[src/design/utf8d_pkg.sv]
// ----------------------------------------------------------------------------
// utf8d_pkg
// Shared types and constants for the byte-serial UTF-8 decoder.
// ----------------------------------------------------------------------------
package utf8d_pkg;

    localparam int ByteW  = 8;
    localparam int PointW = 21;
    localparam int CountW = 2;

    localparam logic [PointW-1:0] SubstChar = 21'h00003F;

    // Pending continuation counts loaded by each lead byte form
    localparam logic [CountW-1:0] CntNone  = 2'd0;
    localparam logic [CountW-1:0] CntTwo   = 2'd1;
    localparam logic [CountW-1:0] CntThree = 2'd2;
    localparam logic [CountW-1:0] CntFour  = 2'd3;

    typedef struct packed {
        logic              valid;
        logic [PointW-1:0] code_point;
        logic              bad_lead;
    } result_t;

endpackage

[src/design/utf8d_in_stage.sv]
// ----------------------------------------------------------------------------
// utf8d_in_stage
// Input register for one byte; hands it on when the decode stage advances.
// ----------------------------------------------------------------------------
module utf8d_in_stage
(
    input  logic                        clk,
    input  logic                        rst_n,
    input  logic                        in_valid,
    output logic                        in_stall,
    input  logic [utf8d_pkg::ByteW-1:0] in_byte,
    input  logic                        out_hold,
    output logic                        advance,
    output logic [utf8d_pkg::ByteW-1:0] byte_q
);

    logic                        vld_reg;
    logic                        vld_next;
    logic [utf8d_pkg::ByteW-1:0] byte_reg;
    logic                        accept;

    assign advance  = vld_reg && !out_hold;
    assign in_stall = vld_reg && !advance;
    assign accept   = in_valid && !in_stall;
    assign byte_q   = byte_reg;

    always_comb
    begin
        if (accept)
        begin
            vld_next = 1'b1;
        end
        else if (advance)
        begin
            vld_next = 1'b0;
        end
        else
        begin
            vld_next = vld_reg;
        end
    end

    always_ff @(posedge clk or negedge rst_n)
    begin
        if (!rst_n)
        begin
            vld_reg <= 1'b0;
        end
        else
        begin
            vld_reg <= vld_next;
        end
    end

    always_ff @(posedge clk)
    begin
        if (accept)
        begin
            byte_reg <= in_byte;
        end
    end

endmodule

[src/design/utf8d_core.sv]
// ----------------------------------------------------------------------------
// utf8d_core
// Sequence state and decode logic: lead classification, payload assembly.
// ----------------------------------------------------------------------------
module utf8d_core
(
    input  logic                        clk,
    input  logic                        rst_n,
    input  logic                        advance,
    input  logic [utf8d_pkg::ByteW-1:0] byte_q,
    output utf8d_pkg::result_t          res
);

    logic [utf8d_pkg::CountW-1:0] pending_count_reg;
    logic [utf8d_pkg::CountW-1:0] pending_count_next;
    logic [utf8d_pkg::PointW-1:0] partial_point_reg;
    logic [utf8d_pkg::PointW-1:0] partial_point_next;
    logic [utf8d_pkg::PointW-1:0] shifted;

    // continuation bytes are not checked, only the low six bits count
    assign shifted = {partial_point_reg[utf8d_pkg::PointW-7:0], byte_q[5:0]};

    always_comb
    begin
        pending_count_next = pending_count_reg;
        partial_point_next = partial_point_reg;
        res.valid          = 1'b0;
        res.code_point     = shifted;
        res.bad_lead       = 1'b0;
        if (pending_count_reg != utf8d_pkg::CntNone)
        begin
            partial_point_next = shifted;
            pending_count_next = pending_count_reg - 2'd1;
            res.valid          = (pending_count_reg == utf8d_pkg::CntTwo);
        end
        else if (!byte_q[7])
        begin
            res.valid      = 1'b1;
            res.code_point = {13'd0, byte_q};
        end
        else if (byte_q[7:5] == 3'b110)
        begin
            partial_point_next = {16'd0, byte_q[4:0]};
            pending_count_next = utf8d_pkg::CntTwo;
        end
        else if (byte_q[7:4] == 4'b1110)
        begin
            partial_point_next = {17'd0, byte_q[3:0]};
            pending_count_next = utf8d_pkg::CntThree;
        end
        else if (byte_q[7:3] == 5'b11110)
        begin
            partial_point_next = {18'd0, byte_q[2:0]};
            pending_count_next = utf8d_pkg::CntFour;
        end
        else
        begin
            res.valid      = 1'b1;
            res.code_point = utf8d_pkg::SubstChar;
            res.bad_lead   = 1'b1;
        end
    end

    always_ff @(posedge clk or negedge rst_n)
    begin
        if (!rst_n)
        begin
            pending_count_reg <= utf8d_pkg::CntNone;
            partial_point_reg <= '0;
        end
        else if (advance)
        begin
            pending_count_reg <= pending_count_next;
            partial_point_reg <= partial_point_next;
        end
    end

    // a byte inside a sequence always counts the sequence down by one
    a_count_down: assert property (@(posedge clk) disable iff (!rst_n)
        advance && (pending_count_reg != utf8d_pkg::CntNone)
        |=> pending_count_reg == $past(pending_count_reg) - 2'd1)
        else $error("pending count did not step down");

    // an invalid lead leaves the sequence state alone
    a_bad_lead_state: assert property (@(posedge clk) disable iff (!rst_n)
        advance && res.bad_lead
        |=> (pending_count_reg == utf8d_pkg::CntNone) && $stable(partial_point_reg))
        else $error("invalid lead changed sequence state");

    // a bad lead is only flagged when no sequence is open
    a_bad_lead_idle: assert property (@(posedge clk) disable iff (!rst_n)
        res.bad_lead |-> pending_count_reg == utf8d_pkg::CntNone)
        else $error("bad lead flagged inside a sequence");

endmodule

[src/design/utf8d_out_stage.sv]
// ----------------------------------------------------------------------------
// utf8d_out_stage
// Result register holding one decoded code point until it is taken.
// ----------------------------------------------------------------------------
module utf8d_out_stage
(
    input  logic                         clk,
    input  logic                         rst_n,
    input  logic                         advance,
    input  utf8d_pkg::result_t           res,
    output logic                         out_valid,
    input  logic                         out_stall,
    output logic                         out_hold,
    output logic [utf8d_pkg::PointW-1:0] code_point,
    output logic                         bad_lead
);

    logic                         vld_reg;
    logic                         vld_next;
    logic [utf8d_pkg::PointW-1:0] point_reg;
    logic                         bad_reg;
    logic                         load;

    assign load       = advance && res.valid;
    assign out_hold   = vld_reg && out_stall;
    assign out_valid  = vld_reg;
    assign code_point = point_reg;
    assign bad_lead   = bad_reg;

    always_comb
    begin
        if (load)
        begin
            vld_next = 1'b1;
        end
        else if (!out_stall)
        begin
            vld_next = 1'b0;
        end
        else
        begin
            vld_next = vld_reg;
        end
    end

    always_ff @(posedge clk or negedge rst_n)
    begin
        if (!rst_n)
        begin
            vld_reg <= 1'b0;
        end
        else
        begin
            vld_reg <= vld_next;
        end
    end

    always_ff @(posedge clk)
    begin
        if (load)
        begin
            point_reg <= res.code_point;
            bad_reg   <= res.bad_lead;
        end
    end

endmodule

[src/design/utf8_stream_decoder_top.sv]
// ----------------------------------------------------------------------------
// utf8_stream_decoder_top: byte-serial UTF-8 decoder
// Path: input register, combinational decode, then the output (result) register.
// Throughput: one byte per cycle unless a held result stalls the input stage.
// Reset: async, active low; clears valids and the pending sequence state.
// ----------------------------------------------------------------------------
module utf8_stream_decoder_top
(
    input  logic                         clk,
    input  logic                         rst_n,
    input  logic                         in_valid,
    output logic                         in_stall,
    input  logic [utf8d_pkg::ByteW-1:0]  in_byte,
    output logic                         out_valid,
    input  logic                         out_stall,
    output logic [utf8d_pkg::PointW-1:0] code_point,
    output logic                         bad_lead
);

    logic                        advance;
    logic                        out_hold;
    logic [utf8d_pkg::ByteW-1:0] byte_q;
    utf8d_pkg::result_t          res;

    utf8d_in_stage u_in_stage
    (
        .clk      (clk),
        .rst_n    (rst_n),
        .in_valid (in_valid),
        .in_stall (in_stall),
        .in_byte  (in_byte),
        .out_hold (out_hold),
        .advance  (advance),
        .byte_q   (byte_q)
    );

    utf8d_core u_core
    (
        .clk     (clk),
        .rst_n   (rst_n),
        .advance (advance),
        .byte_q  (byte_q),
        .res     (res)
    );

    utf8d_out_stage u_out_stage
    (
        .clk        (clk),
        .rst_n      (rst_n),
        .advance    (advance),
        .res        (res),
        .out_valid  (out_valid),
        .out_stall  (out_stall),
        .out_hold   (out_hold),
        .code_point (code_point),
        .bad_lead   (bad_lead)
    );

    // flagged words always carry the substitute
    a_subst: assert property (@(posedge clk) disable iff (!rst_n)
        out_valid && bad_lead |-> code_point == utf8d_pkg::SubstChar)
        else $error("bad lead without substitute");

    // a word that is being decoded into a free result slot never backs up input
    a_no_false_stall: assert property (@(posedge clk) disable iff (!rst_n)
        !out_valid |-> !in_stall)
        else $error("input stalled with empty result register");

endmodule
[config.mk]
export PLATFORM = sky130hd
export DESIGN_NAME = utf8_stream_decoder_top
export DESIGN_NICKNAME = d
export VERILOG_FILES = /design/src/design/utf8d_pkg.sv /design/src/design/utf8d_in_stage.sv /design/src/design/utf8d_core.sv /design/src/design/utf8d_out_stage.sv /design/src/design/utf8_stream_decoder_top.sv
export SDC_FILE = /design/constraint.sdc
export NUM_CORES = 1
export LEC_CHECK = 0
export ABC_AREA = 1
export BUFFER_PORTS_ARGS = -buffer_cell sky130_fd_sc_hd__buf_2
export CORE_MARGIN = 8
export CORE_UTILIZATION = 49
export CTS_BUF_LIST = sky130_fd_sc_hd__clkbuf_16
export DETAILED_ROUTE_END_ITERATION = 8
export PLACE_DENSITY = 0.74
export SKIP_CTS_REPAIR_TIMING = 1
export SYNTH_ARGS = -nofsm -noshare
export SYNTH_HDL_FRONTEND = slang
export SYNTH_SLANG_ARGS = --single-unit
[constraint.sdc]
create_clock -name clk -period 1.8 [get_ports clk]
set_input_delay 0.09 -clock clk [delete_from_list [all_inputs] [get_ports clk]]
set_output_delay 0.09 -clock clk [all_outputs]
set_load 0.03 [all_outputs]
==> Word level (Yosys, flattened, before mapping) <==
Cells that the tools add are included.
Widths: inputs -> output; s select.
{ "op_classes": {"add_sub_neg": 1, "eq_ne": 5, "muxes": 21, "bitwise_logic": 1, "n_reduce_logical": 14} }
{ "op_table": {"columns": ["op", "count"], "rows": [
  ["$mux 15", 5],
  ["$mux 23", 3],
  ["$mux 22", 2],
  ["$mux 2", 5],
  ["$mux 1", 6],
  ["$reduce_bool 2->1", 3],
  ["$eq 5x5->1 const B", 1],
  ["$logic_and 1x1->1", 5],
  ["$eq 4x4->1 const B", 1],
  ["$reduce_bool 4->1", 1],
  ["$reduce_or 4->1", 1],
  ["$eq 3x3->1 const B", 1],
  ["$logic_not 1->1", 3],
  ["$reduce_and 3->1", 1],
  ["$eq 2x1->1 const B", 1],
  ["$ne 2x1->1 const B", 1],
  ["$sub 2x1->2 const B", 1],
  ["$not 1->1", 1]
]} }
{ "totals": {"ff_bits": 49, "input_bits": 12, "output_inout_bits": 24, "wordCells": 49} }

==> Logic depth before layout (Yosys ltp) <==
Gate-level depths: netlist (run 1).
{ "depth": {"word_depth": 8, "mapped_depth": 8, "mapped_depth_nobuf": 7} }

==> Modules after synthesis <==
Synthesis (run 1) repeated with hierarchy kept, for this count alone.
{ "unflattened": {"hier_cells": 170, "hier_area_um2": 1931.9} }
{ "modules_own_cells": {"columns": ["module", "instances", "cells_per_inst", "area_per_inst_um2", "seq_area_each_um2"], "rows": [
  ["utf8d_core", 1, 126, 934.6, 425.4],
  ["utf8d_out_stage", 1, 28, 704.4, 685.7],
  ["utf8d_in_stage", 1, 16, 292.8, 265.3]
]} }

==> Least setup slack after synthesis (run 1) <==
Ideal clock, no wire load.
{ "synth_timing": {"path_type": "reg-to-reg", "startpoint": "reg u_out_stage.vld_reg, in the netlist u_out_stage.out_valid", "endpoint": "reg u_out_stage.bad_reg, in the netlist u_out_stage.bad_lead (enable)", "setup_time_ps": 377, "t_arrival_ps": 1487, "t_required_ps": 1423, "setup_slack_ps": -64, "stages_incl_launch_ff": 6, "n_path_buf": 0, "synth_period_minus_slack_ps": 1864, "cell_sequence": "dfrtp_1 -> nand2_1 -> nand2_2 -> inv_1 -> nand3_1 -> inv_1"} }
{ "synth_via": {"elab_chain_len": 4} }
{ "synth_rtl": {"columns": ["element", "line", "rtl"], "rows": [
  ["from (decl)", "utf8d_out_stage.sv:18", "logic vld_reg;"],
  ["from (signal assigned)", "utf8d_out_stage.sv:54", "vld_reg <= vld_next;"],
  ["$logic_and 1x1->1", "utf8d_out_stage.sv:25", "assign out_hold = vld_reg && out_stall;"],
  ["$logic_not 1->1", "utf8d_in_stage.sv:22", "assign advance = vld_reg && !out_hold;"],
  ["$logic_and 1x1->1", "utf8d_in_stage.sv:22", null],
  ["$logic_and 1x1->1", "utf8d_out_stage.sv:24", "assign load = advance && res.valid;"],
  ["named net u_out_stage.load", "utf8d_out_stage.sv:22", "logic load;"],
  ["to (signal assigned)", "utf8d_out_stage.sv:63", "bad_reg <= res.bad_lead;"],
  ["to (decl)", "utf8d_out_stage.sv:21", "logic bad_reg;"]
]} }
The timed path passes the listed nets, and every way through them passes these cells.
A chain may end at the register's enable or synchronous reset.

==> Worst setup path after layout (run 1) <==
{ "layout_timing": {"startpoint": "reg u_in_stage.byte_reg, in the netlist u_in_stage.byte_q[7]", "endpoint": "reg u_out_stage.point_reg, in the netlist u_out_stage.code_point[5] (enable)"} }
{ "layout_via": {"elab_chain_len": 7, "word_cells_on_any_way": 9, "classes_between": "3 x eq/ne; 5 x mux; 1 x reduce/logical"} }
{ "layout_rtl": {"columns": ["element", "line", "rtl"], "rows": [
  ["from (decl)", "utf8d_in_stage.sv:19", "logic [utf8d_pkg::ByteW-1:0] byte_reg;"],
  ["from (signal assigned)", "utf8d_in_stage.sv:59", "byte_reg <= in_byte;"],
  ["$eq 5x5->1", "utf8d_core.sv:51", "else if (byte_q[7:3] == 5'b11110)"],
  ["$mux 23", "utf8d_core.sv:51", null],
  ["$mux 23", "utf8d_core.sv:46", "else if (byte_q[7:4] == 4'b1110)"],
  ["$mux 23", "utf8d_core.sv:41", "else if (byte_q[7:5] == 3'b110)"],
  ["$mux 22 (*)", "utf8d_core.sv:36", "else if (!byte_q[7])"],
  ["$mux 1 (*)", "utf8d_core.sv:30", "if (pending_count_reg != utf8d_pkg::CntNone)"],
  ["$logic_and 1x1->1 (*)", "utf8d_out_stage.sv:24", null],
  ["named net u_out_stage.load", "utf8d_out_stage.sv:22", null],
  ["to (signal assigned)", "utf8d_out_stage.sv:62", "point_reg <= res.code_point;"],
  ["to (decl)", "utf8d_out_stage.sv:20", "logic [utf8d_pkg::PointW-1:0] point_reg;"]
]} }
Mark *: on every way through the listed nets, which the timed path passes. The rest lies on a longest branch.

==> impl_metrics.env, run 1 <==
export IMPL_seqPwrFrac_pct=44.0
export IMPL_relSlewSlack_pct=73.1
export IMPL_fmax_ghz=0.639
export IMPL_place_gp_congestion=0.886
export IMPL_start_util_pct=50.2
export IMPL_yosysWarnings=0
export IMPL_cp_end_kind="flip-flop"
export IMPL_switchingPower_w=0.00157
export IMPL_yosysUniqueCellTypes=19
export IMPL_portBuffers=35
export IMPL_antenna_found_initial=0
export IMPL_htree_levels=2
export IMPL_synthesis_area_sq_um=1980
export IMPL_drv_slew=0
export IMPL_endpoint="u_out_stage.code_point[5]$_DFFE_PP_"
export IMPL_p_clk_share_pct=21.3
export IMPL_grt_max_degree=23
export IMPL_fp_dieH_um=79.6
export IMPL_holdCritPathClass="in -> reg"
export IMPL_reg2regPathDepth=8
export IMPL_drv_cap=0
export IMPL_dieWidth_um=79.6
export IMPL_ant_nets=0
export IMPL_ys_seq_area_share_pct=69.5
export IMPL_grt_pass1_vias=1231
export IMPL_combPwrFrac_pct=34.7
export IMPL_rsz0062_at_grt="no"
export IMPL_crit_chain="nand2_2 -> inv_2 -> nand2_2 -> inv_1 -> nand2_1 -> nand3_1 -> clkinvlp_4 -> buf_12"
export IMPL_crit_type="reg -> reg"
export IMPL_ir_drop_mv=0.707
export IMPL_core_sq_um=3940
export IMPL_cts_tree="done"
export IMPL_r2r_start="u_in_stage.byte_q[7]$_DFFE_PP_"
export IMPL_grt_overflow_total=0
export IMPL_total_leakage_power_nw=1.16
export IMPL_vias_per_cell=4.57
export IMPL_synth_net_count=196
export IMPL_clkLatencyLatePin_ns=0.28
export IMPL_final_setup_skew_ns=0.00522
export IMPL_post_dp_hpwl_um=2370
export IMPL_worstPathRequired_ns=1.79
export IMPL_crit_path_frequent_cell="nand2_2"
export IMPL_ys_seq_elements=49
export IMPL_p_sw_share_pct=37.8
export IMPL_fin_crit_sh_pct=87.0
export IMPL_min_period_ns=1.57
export IMPL_syn_to_final_growth_pct=23.8
export IMPL_io_pins=36
export IMPL_antennaDiodeCount=0
export IMPL_tightest_slew_ns=0.403
export IMPL_final_hold_viol_count=0
export IMPL_hold_ws_ns=0.0798
export IMPL_fp_dieArea_sq_um=6330
export IMPL_drive_gt1_share_pct=24.7
export IMPL_grt_total_usage_pct=11.4
export IMPL_largest_reg_flops=21
export IMPL_tns_ns=0
export IMPL_internal_power_w=0.00258
export IMPL_utilization_pct=62.2
export IMPL_clock_sinks=49
export IMPL_crit_path_max_fanout=22
export IMPL_start_kind="flip-flop"
export IMPL_max_stage_delay_ns=0.47
export IMPL_power_density_nw_per_um2=1690
export IMPL_path_clk_slew_ns=0.06
export IMPL_syn_inst=184
export IMPL_arrival_ns=1.55
export IMPL_cts_buffer_depth=2
export IMPL_r2r_end="u_out_stage.code_point[5]$_DFFE_PP_"
export IMPL_slowest_stage="edfxtp_1"
export IMPL_status="complete, no violations"
export IMPL_first_iter_violations=85
export IMPL_rrSetupSlack_ns=0.23
export IMPL_cts_root_buf="clkbuf_16"
export IMPL_cts_buffers=5
export IMPL_wl_um=3430
export IMPL_avgSynthCellArea_sq_um=10.8
export IMPL_num_vias=1303
export IMPL_finalNetCount=246
export IMPL_wire_per_inst_um=12.0
export IMPL_grt_pass1_wl_um=5530
export IMPL_drc=0
export IMPL_fp_row_count=23
export IMPL_drt_pass1_iter_count=4
export IMPL_setup_viol_count_final=0
export IMPL_startpoint="u_in_stage.byte_q[7]$_DFFE_PP_"
==> how the worst min path moves through the flow <==
stage / slack, ns / to / cells after the start / startpoint
final: 0.08 / u_in_stage.vld_reg$_DFFE_PN0P_ / 3 / in_valid
after global routing: 0.12 / u_in_stage.vld_reg$_DFFE_PN0P_ / 3 / in_valid
after CTS: -0.26 / u_in_stage.vld_reg$_DFFE_PN0P_ / 1 / rst_n
after detailed placement: 0.05 / u_in_stage.vld_reg$_DFFE_PN0P_ / 1 / rst_n
after global placement: 0.05 / u_in_stage.vld_reg$_DFFE_PN0P_ / 1 / rst_n
after floorplan: -0.21 / u_core.partial_point_reg[0]$_DFFE_PN0P_ / 0 / rst_n
==> stage by stage <==
step                std cells  setup WS (ns)  power (W)  cell area, sq um
finish                    285          0.235    0.00415              2450
global placement          268          0.291    0.00324              2220
floorplan                 184         0.0613    0.00292              1980
CTS                       276          0.244    0.00417              2360
detailed placement        268          0.251    0.00328              2220
global route              285          0.119    0.00443              2450
==> synth_stat cells <==
library cell	count	area share, %
nand2_1	61	12
edfxtp_1	30	45
inv_1	24	4.5
dfrtp_1	19	24
nor2_1	15	2.8
nand3_1	9	2.3
nand2_2	4	1.3
a21oi_1	3	0.76
o21ai_0	3	0.76
or2_1	3	0.95
buf_6	2	1.1
inv_2	2	0.38
nand2_4	2	1.1
nor2_4	2	1.1
buf_4	1	0.38
nor2_2	1	0.32
o211ai_1	1	0.38
o31ai_1	1	0.38
or2_2	1	0.32
==> final cells by class <==
cell class | count | area (sq um)
Clock buffer | 5 | 125
Tap cell | 50 | 62.6
Inverter | 26 | 101
Multi-Input combinational cell | 106 | 477
Timing Repair Buffer | 46 | 293
Clock inverter | 3 | 17.5
Sequential cell | 49 | 1380
Fill cell | 301 | 1490
==> metal layers <==
metal | up-vias | wire (um) | part of all wire, % | track usage [%]
li1 | 674 | - | - | -
met1 | 588 | 1470 | 43 | 12.4
met2 | 35 | 1630 | 48 | 18.7
met3 | 6 | 246 | 7.2 | 3.94
met4 | 0 | 72 | 2.1 | 7.22
met5 | - | 0 | 0 | 0
==> cells in the final DEF, fill, tap and decap left out <==
cell and n:
nand2_1 61, buf_2 35, edfxtp_1 30, inv_1 23, dfrtp_1 19, nor2_1 15
nand3_1 9, dlygate4sd3_1 9, clkbuf_16 5, nand2_2 4, a21oi_1 3, or2_1 3
o21ai_0 3, inv_2 2, nor2_4 2, nand2_4 2, clkinvlp_4 2, clkinv_2 2
o31ai_1 1, o211ai_1 1, nor2_2 1, or2_2 1, buf_12 1, buf_4 1
==> critical path: cells and delay by family (launching register included) <==
family / cells / cell delay (ns)
buffers and inverters: 4 / 0.39
flip-flops: 1 / 0.47
AND/OR/NAND/NOR: 4 / 0.41
==> power by group through the flow <==
stage	Clock (W)	Sequential, W	Combinational, W
detailed placement	0	0.00185	0.00143
floorplan	0	0.00216	0.000756
global route	0.000949	0.00187	0.00161
CTS	0.000903	0.00183	0.00144
finish	0.000883	0.00183	0.00144
global placement	0	0.00183	0.00141
==> logic make-up (layout without fill, tap and decap cells) <==
family / count (synthesis) / count (layout) / share of synthesized area [%]
AO/OA/AOI/OAI: 8 / 8 / 2.27
flip-flops: 49 / 49 / 69.5
AND/OR/NAND/NOR: 98 / 98 / 21.8
buffers and inverters: 29 / 80 / 6.44
(Power assumes the default switching activity.)
==> run 2, diff against run 1 <==
- BUFFER_PORTS_ARGS: -buffer_cell sky130_fd_sc_hd__buf_2 -> -buffer_cell sky130_fd_sc_hd__clkbuf_2
==> run 2 against run 1 <==
  * Sequential power about the same
  * Non-clock buffer count up 1
  * Clock power up 14%
  * Sequential share of layout area down 0.34 points
  * Critical path type unchanged
  * Critical path depth unchanged
  * Via count down 1.0%
  * Maximum frequency down 1.6%
==> impl_metrics.env, run 2 (synthesized netlist as in run 1, its figures left out) <==
export IMPL_start_util_pct=50.2
export IMPL_drv_cap=0
export IMPL_place_gp_congestion=0.868
export IMPL_io_pins=36
export IMPL_start_kind="flip-flop"
export IMPL_fp_dieArea_sq_um=6330
export IMPL_combPwrFrac_pct=33.2
export IMPL_vias_per_cell=4.51
export IMPL_ant_nets=0
export IMPL_final_hold_viol_count=0
export IMPL_wire_per_inst_um=11.8
export IMPL_grt_pass1_wl_um=5530
export IMPL_crit_path_max_fanout=14
export IMPL_drive_gt1_share_pct=24.2
export IMPL_fp_row_count=23
export IMPL_antennaDiodeCount=0
export IMPL_setup_viol_count_final=0
export IMPL_grt_total_usage_pct=11.5
export IMPL_dp_slack_ns=0.211
export IMPL_num_vias=1290
export IMPL_status="complete, no violations"
export IMPL_p_sw_share_pct=36.5
export IMPL_wl_um=3370
export IMPL_syn_to_final_growth_pct=24.6
export IMPL_crit_type="reg -> reg"
export IMPL_switchingPower_w=0.00155
export IMPL_power_density_nw_per_um2=1720
export IMPL_layout_commonest_cell="nand2_1"
export IMPL_htree_levels=2
export IMPL_drc=0
export IMPL_most_common_layout_cells="nand2_1 (61), clkbuf_2 (35), edfxtp_1 (30)"
export IMPL_cts_buffer_depth=2
export IMPL_total_leakage_power_nw=1.18
export IMPL_p_clk_share_pct=23.8
export IMPL_hold_ws_ns=0.0812
export IMPL_drt_pass1_iter_count=4
export IMPL_hold_start="in_valid"
export IMPL_path_clk_slew_ns=0.06
export IMPL_cts_tree="done"
export IMPL_relSlewSlack_pct=69.4
export IMPL_grt_max_degree=20
export IMPL_cts_buffers=5
export IMPL_fmax_ghz=0.629
export IMPL_tns_ns=0
export IMPL_layout_cells_non_filler=286
export IMPL_cts_root_buf="clkbuf_16"
export IMPL_worstPathRequired_ns=1.79
export IMPL_dieWidth_um=79.6
export IMPL_drv_slew=0
export IMPL_finalNetCount=247
export IMPL_portBuffers=35
export IMPL_core_sq_um=3940
export IMPL_arrival_ns=1.58
export IMPL_cp_end_kind="flip-flop"
export IMPL_post_dp_hpwl_um=2390
export IMPL_first_iter_violations=72
export IMPL_grt_pass1_vias=1261
export IMPL_clock_sinks=49
export IMPL_seqPwrFrac_pct=43.1
export IMPL_fin_crit_sh_pct=88.4
export IMPL_grt_overflow_total=0
export IMPL_internal_power_w=0.00270
export IMPL_fp_dieH_um=79.6
export IMPL_holdCritPathClass="in -> reg"
export IMPL_startpoint="u_in_stage.byte_q[7]$_DFFE_PP_"
export IMPL_final_setup_skew_ns=0.00535
export IMPL_min_period_ns=1.59
export IMPL_antenna_found_initial=0
export IMPL_ir_drop_mv=0.831
export IMPL_r2r_start="u_in_stage.byte_q[7]$_DFFE_PP_"
export IMPL_largest_reg_flops=21
export IMPL_tightest_slew_ns=0.460
export IMPL_clkLatencyLatePin_ns=0.29
export IMPL_p_total_w=0.00425
export IMPL_rsz0062_at_grt="no"
export IMPL_fin_ws_ns=0.209
export IMPL_dp_cells=269
==> run 2: metrics by stage <==
step	util [%]	instance area, sq um
5_1_grt	62.6	2470
6_report	62.6	2470
3_5_place_dp	56.2	2210
2_1_floorplan	-	1980
4_1_cts	60.3	2380
3_3_place_gp	56.2	2210
==> run 2: worst paths after layout <==
check                                                           endpoint  slack [ns]  cells past startpoint
worst max-delay path                u_out_stage.code_point[18]$_DFFE_PP_        0.21                      8
min in group asynchronous                 u_in_stage.vld_reg$_DFFE_PN0P_        0.28                      2
worst min register to register  u_core.partial_point_reg[13]$_DFFE_PN0P_        0.47                      2
worst min-delay path                      u_in_stage.vld_reg$_DFFE_PN0P_        0.08                      3
worst max register to register      u_out_stage.code_point[18]$_DFFE_PP_        0.21                      8
max in group asynchronous        u_core.partial_point_reg[2]$_DFFE_PN0P_        1.20                      2
==> run 2: layout make-up <==
cell class / instances / area [sq um]
Clock buffer: 5 / 125
Clock inverter: 3 / 37.5
Fill cell: 310 / 1480
Inverter: 26 / 101
Multi-Input combinational cell: 106 / 477
Sequential cell: 49 / 1380
Tap cell: 50 / 62.6
Timing Repair Buffer: 47 / 288
==> run 2: worst max-delay path: stages (launching register included) <==
cell,delay (ns)
edfxtp_1,0.46
nand2_2,0.12
inv_2,0.04
nand2_2,0.10
inv_1,0.07
nand2_1,0.06
nand3_1,0.13
clkinvlp_4,0.11
buf_4,0.20
==> run 2: power by group through the flow <==
| stage | logic, W | registers, W | clock network (W) |
|---|---|---|---|
| final | 0.00141 | 0.00183 | 0.00101 |
| after global routing | 0.00160 | 0.00188 | 0.00107 |
| after CTS | 0.00142 | 0.00183 | 0.00103 |
| after detailed placement | 0.00141 | 0.00185 | 0 |
| after global placement | 0.00139 | 0.00183 | 0 |
| after floorplan | 0.000756 | 0.00216 | 0 |
==> run 2: metal layers <==
layer  global-route usage, %  share of wire, %  vias to the layer above
met3                    5.07               8.1                        5
met5                       0                 0                        -
met4                    5.56               1.9                        0
met2                    19.1                48                       33
met1                    12.3                42                      576
li1                        -                 -                      676
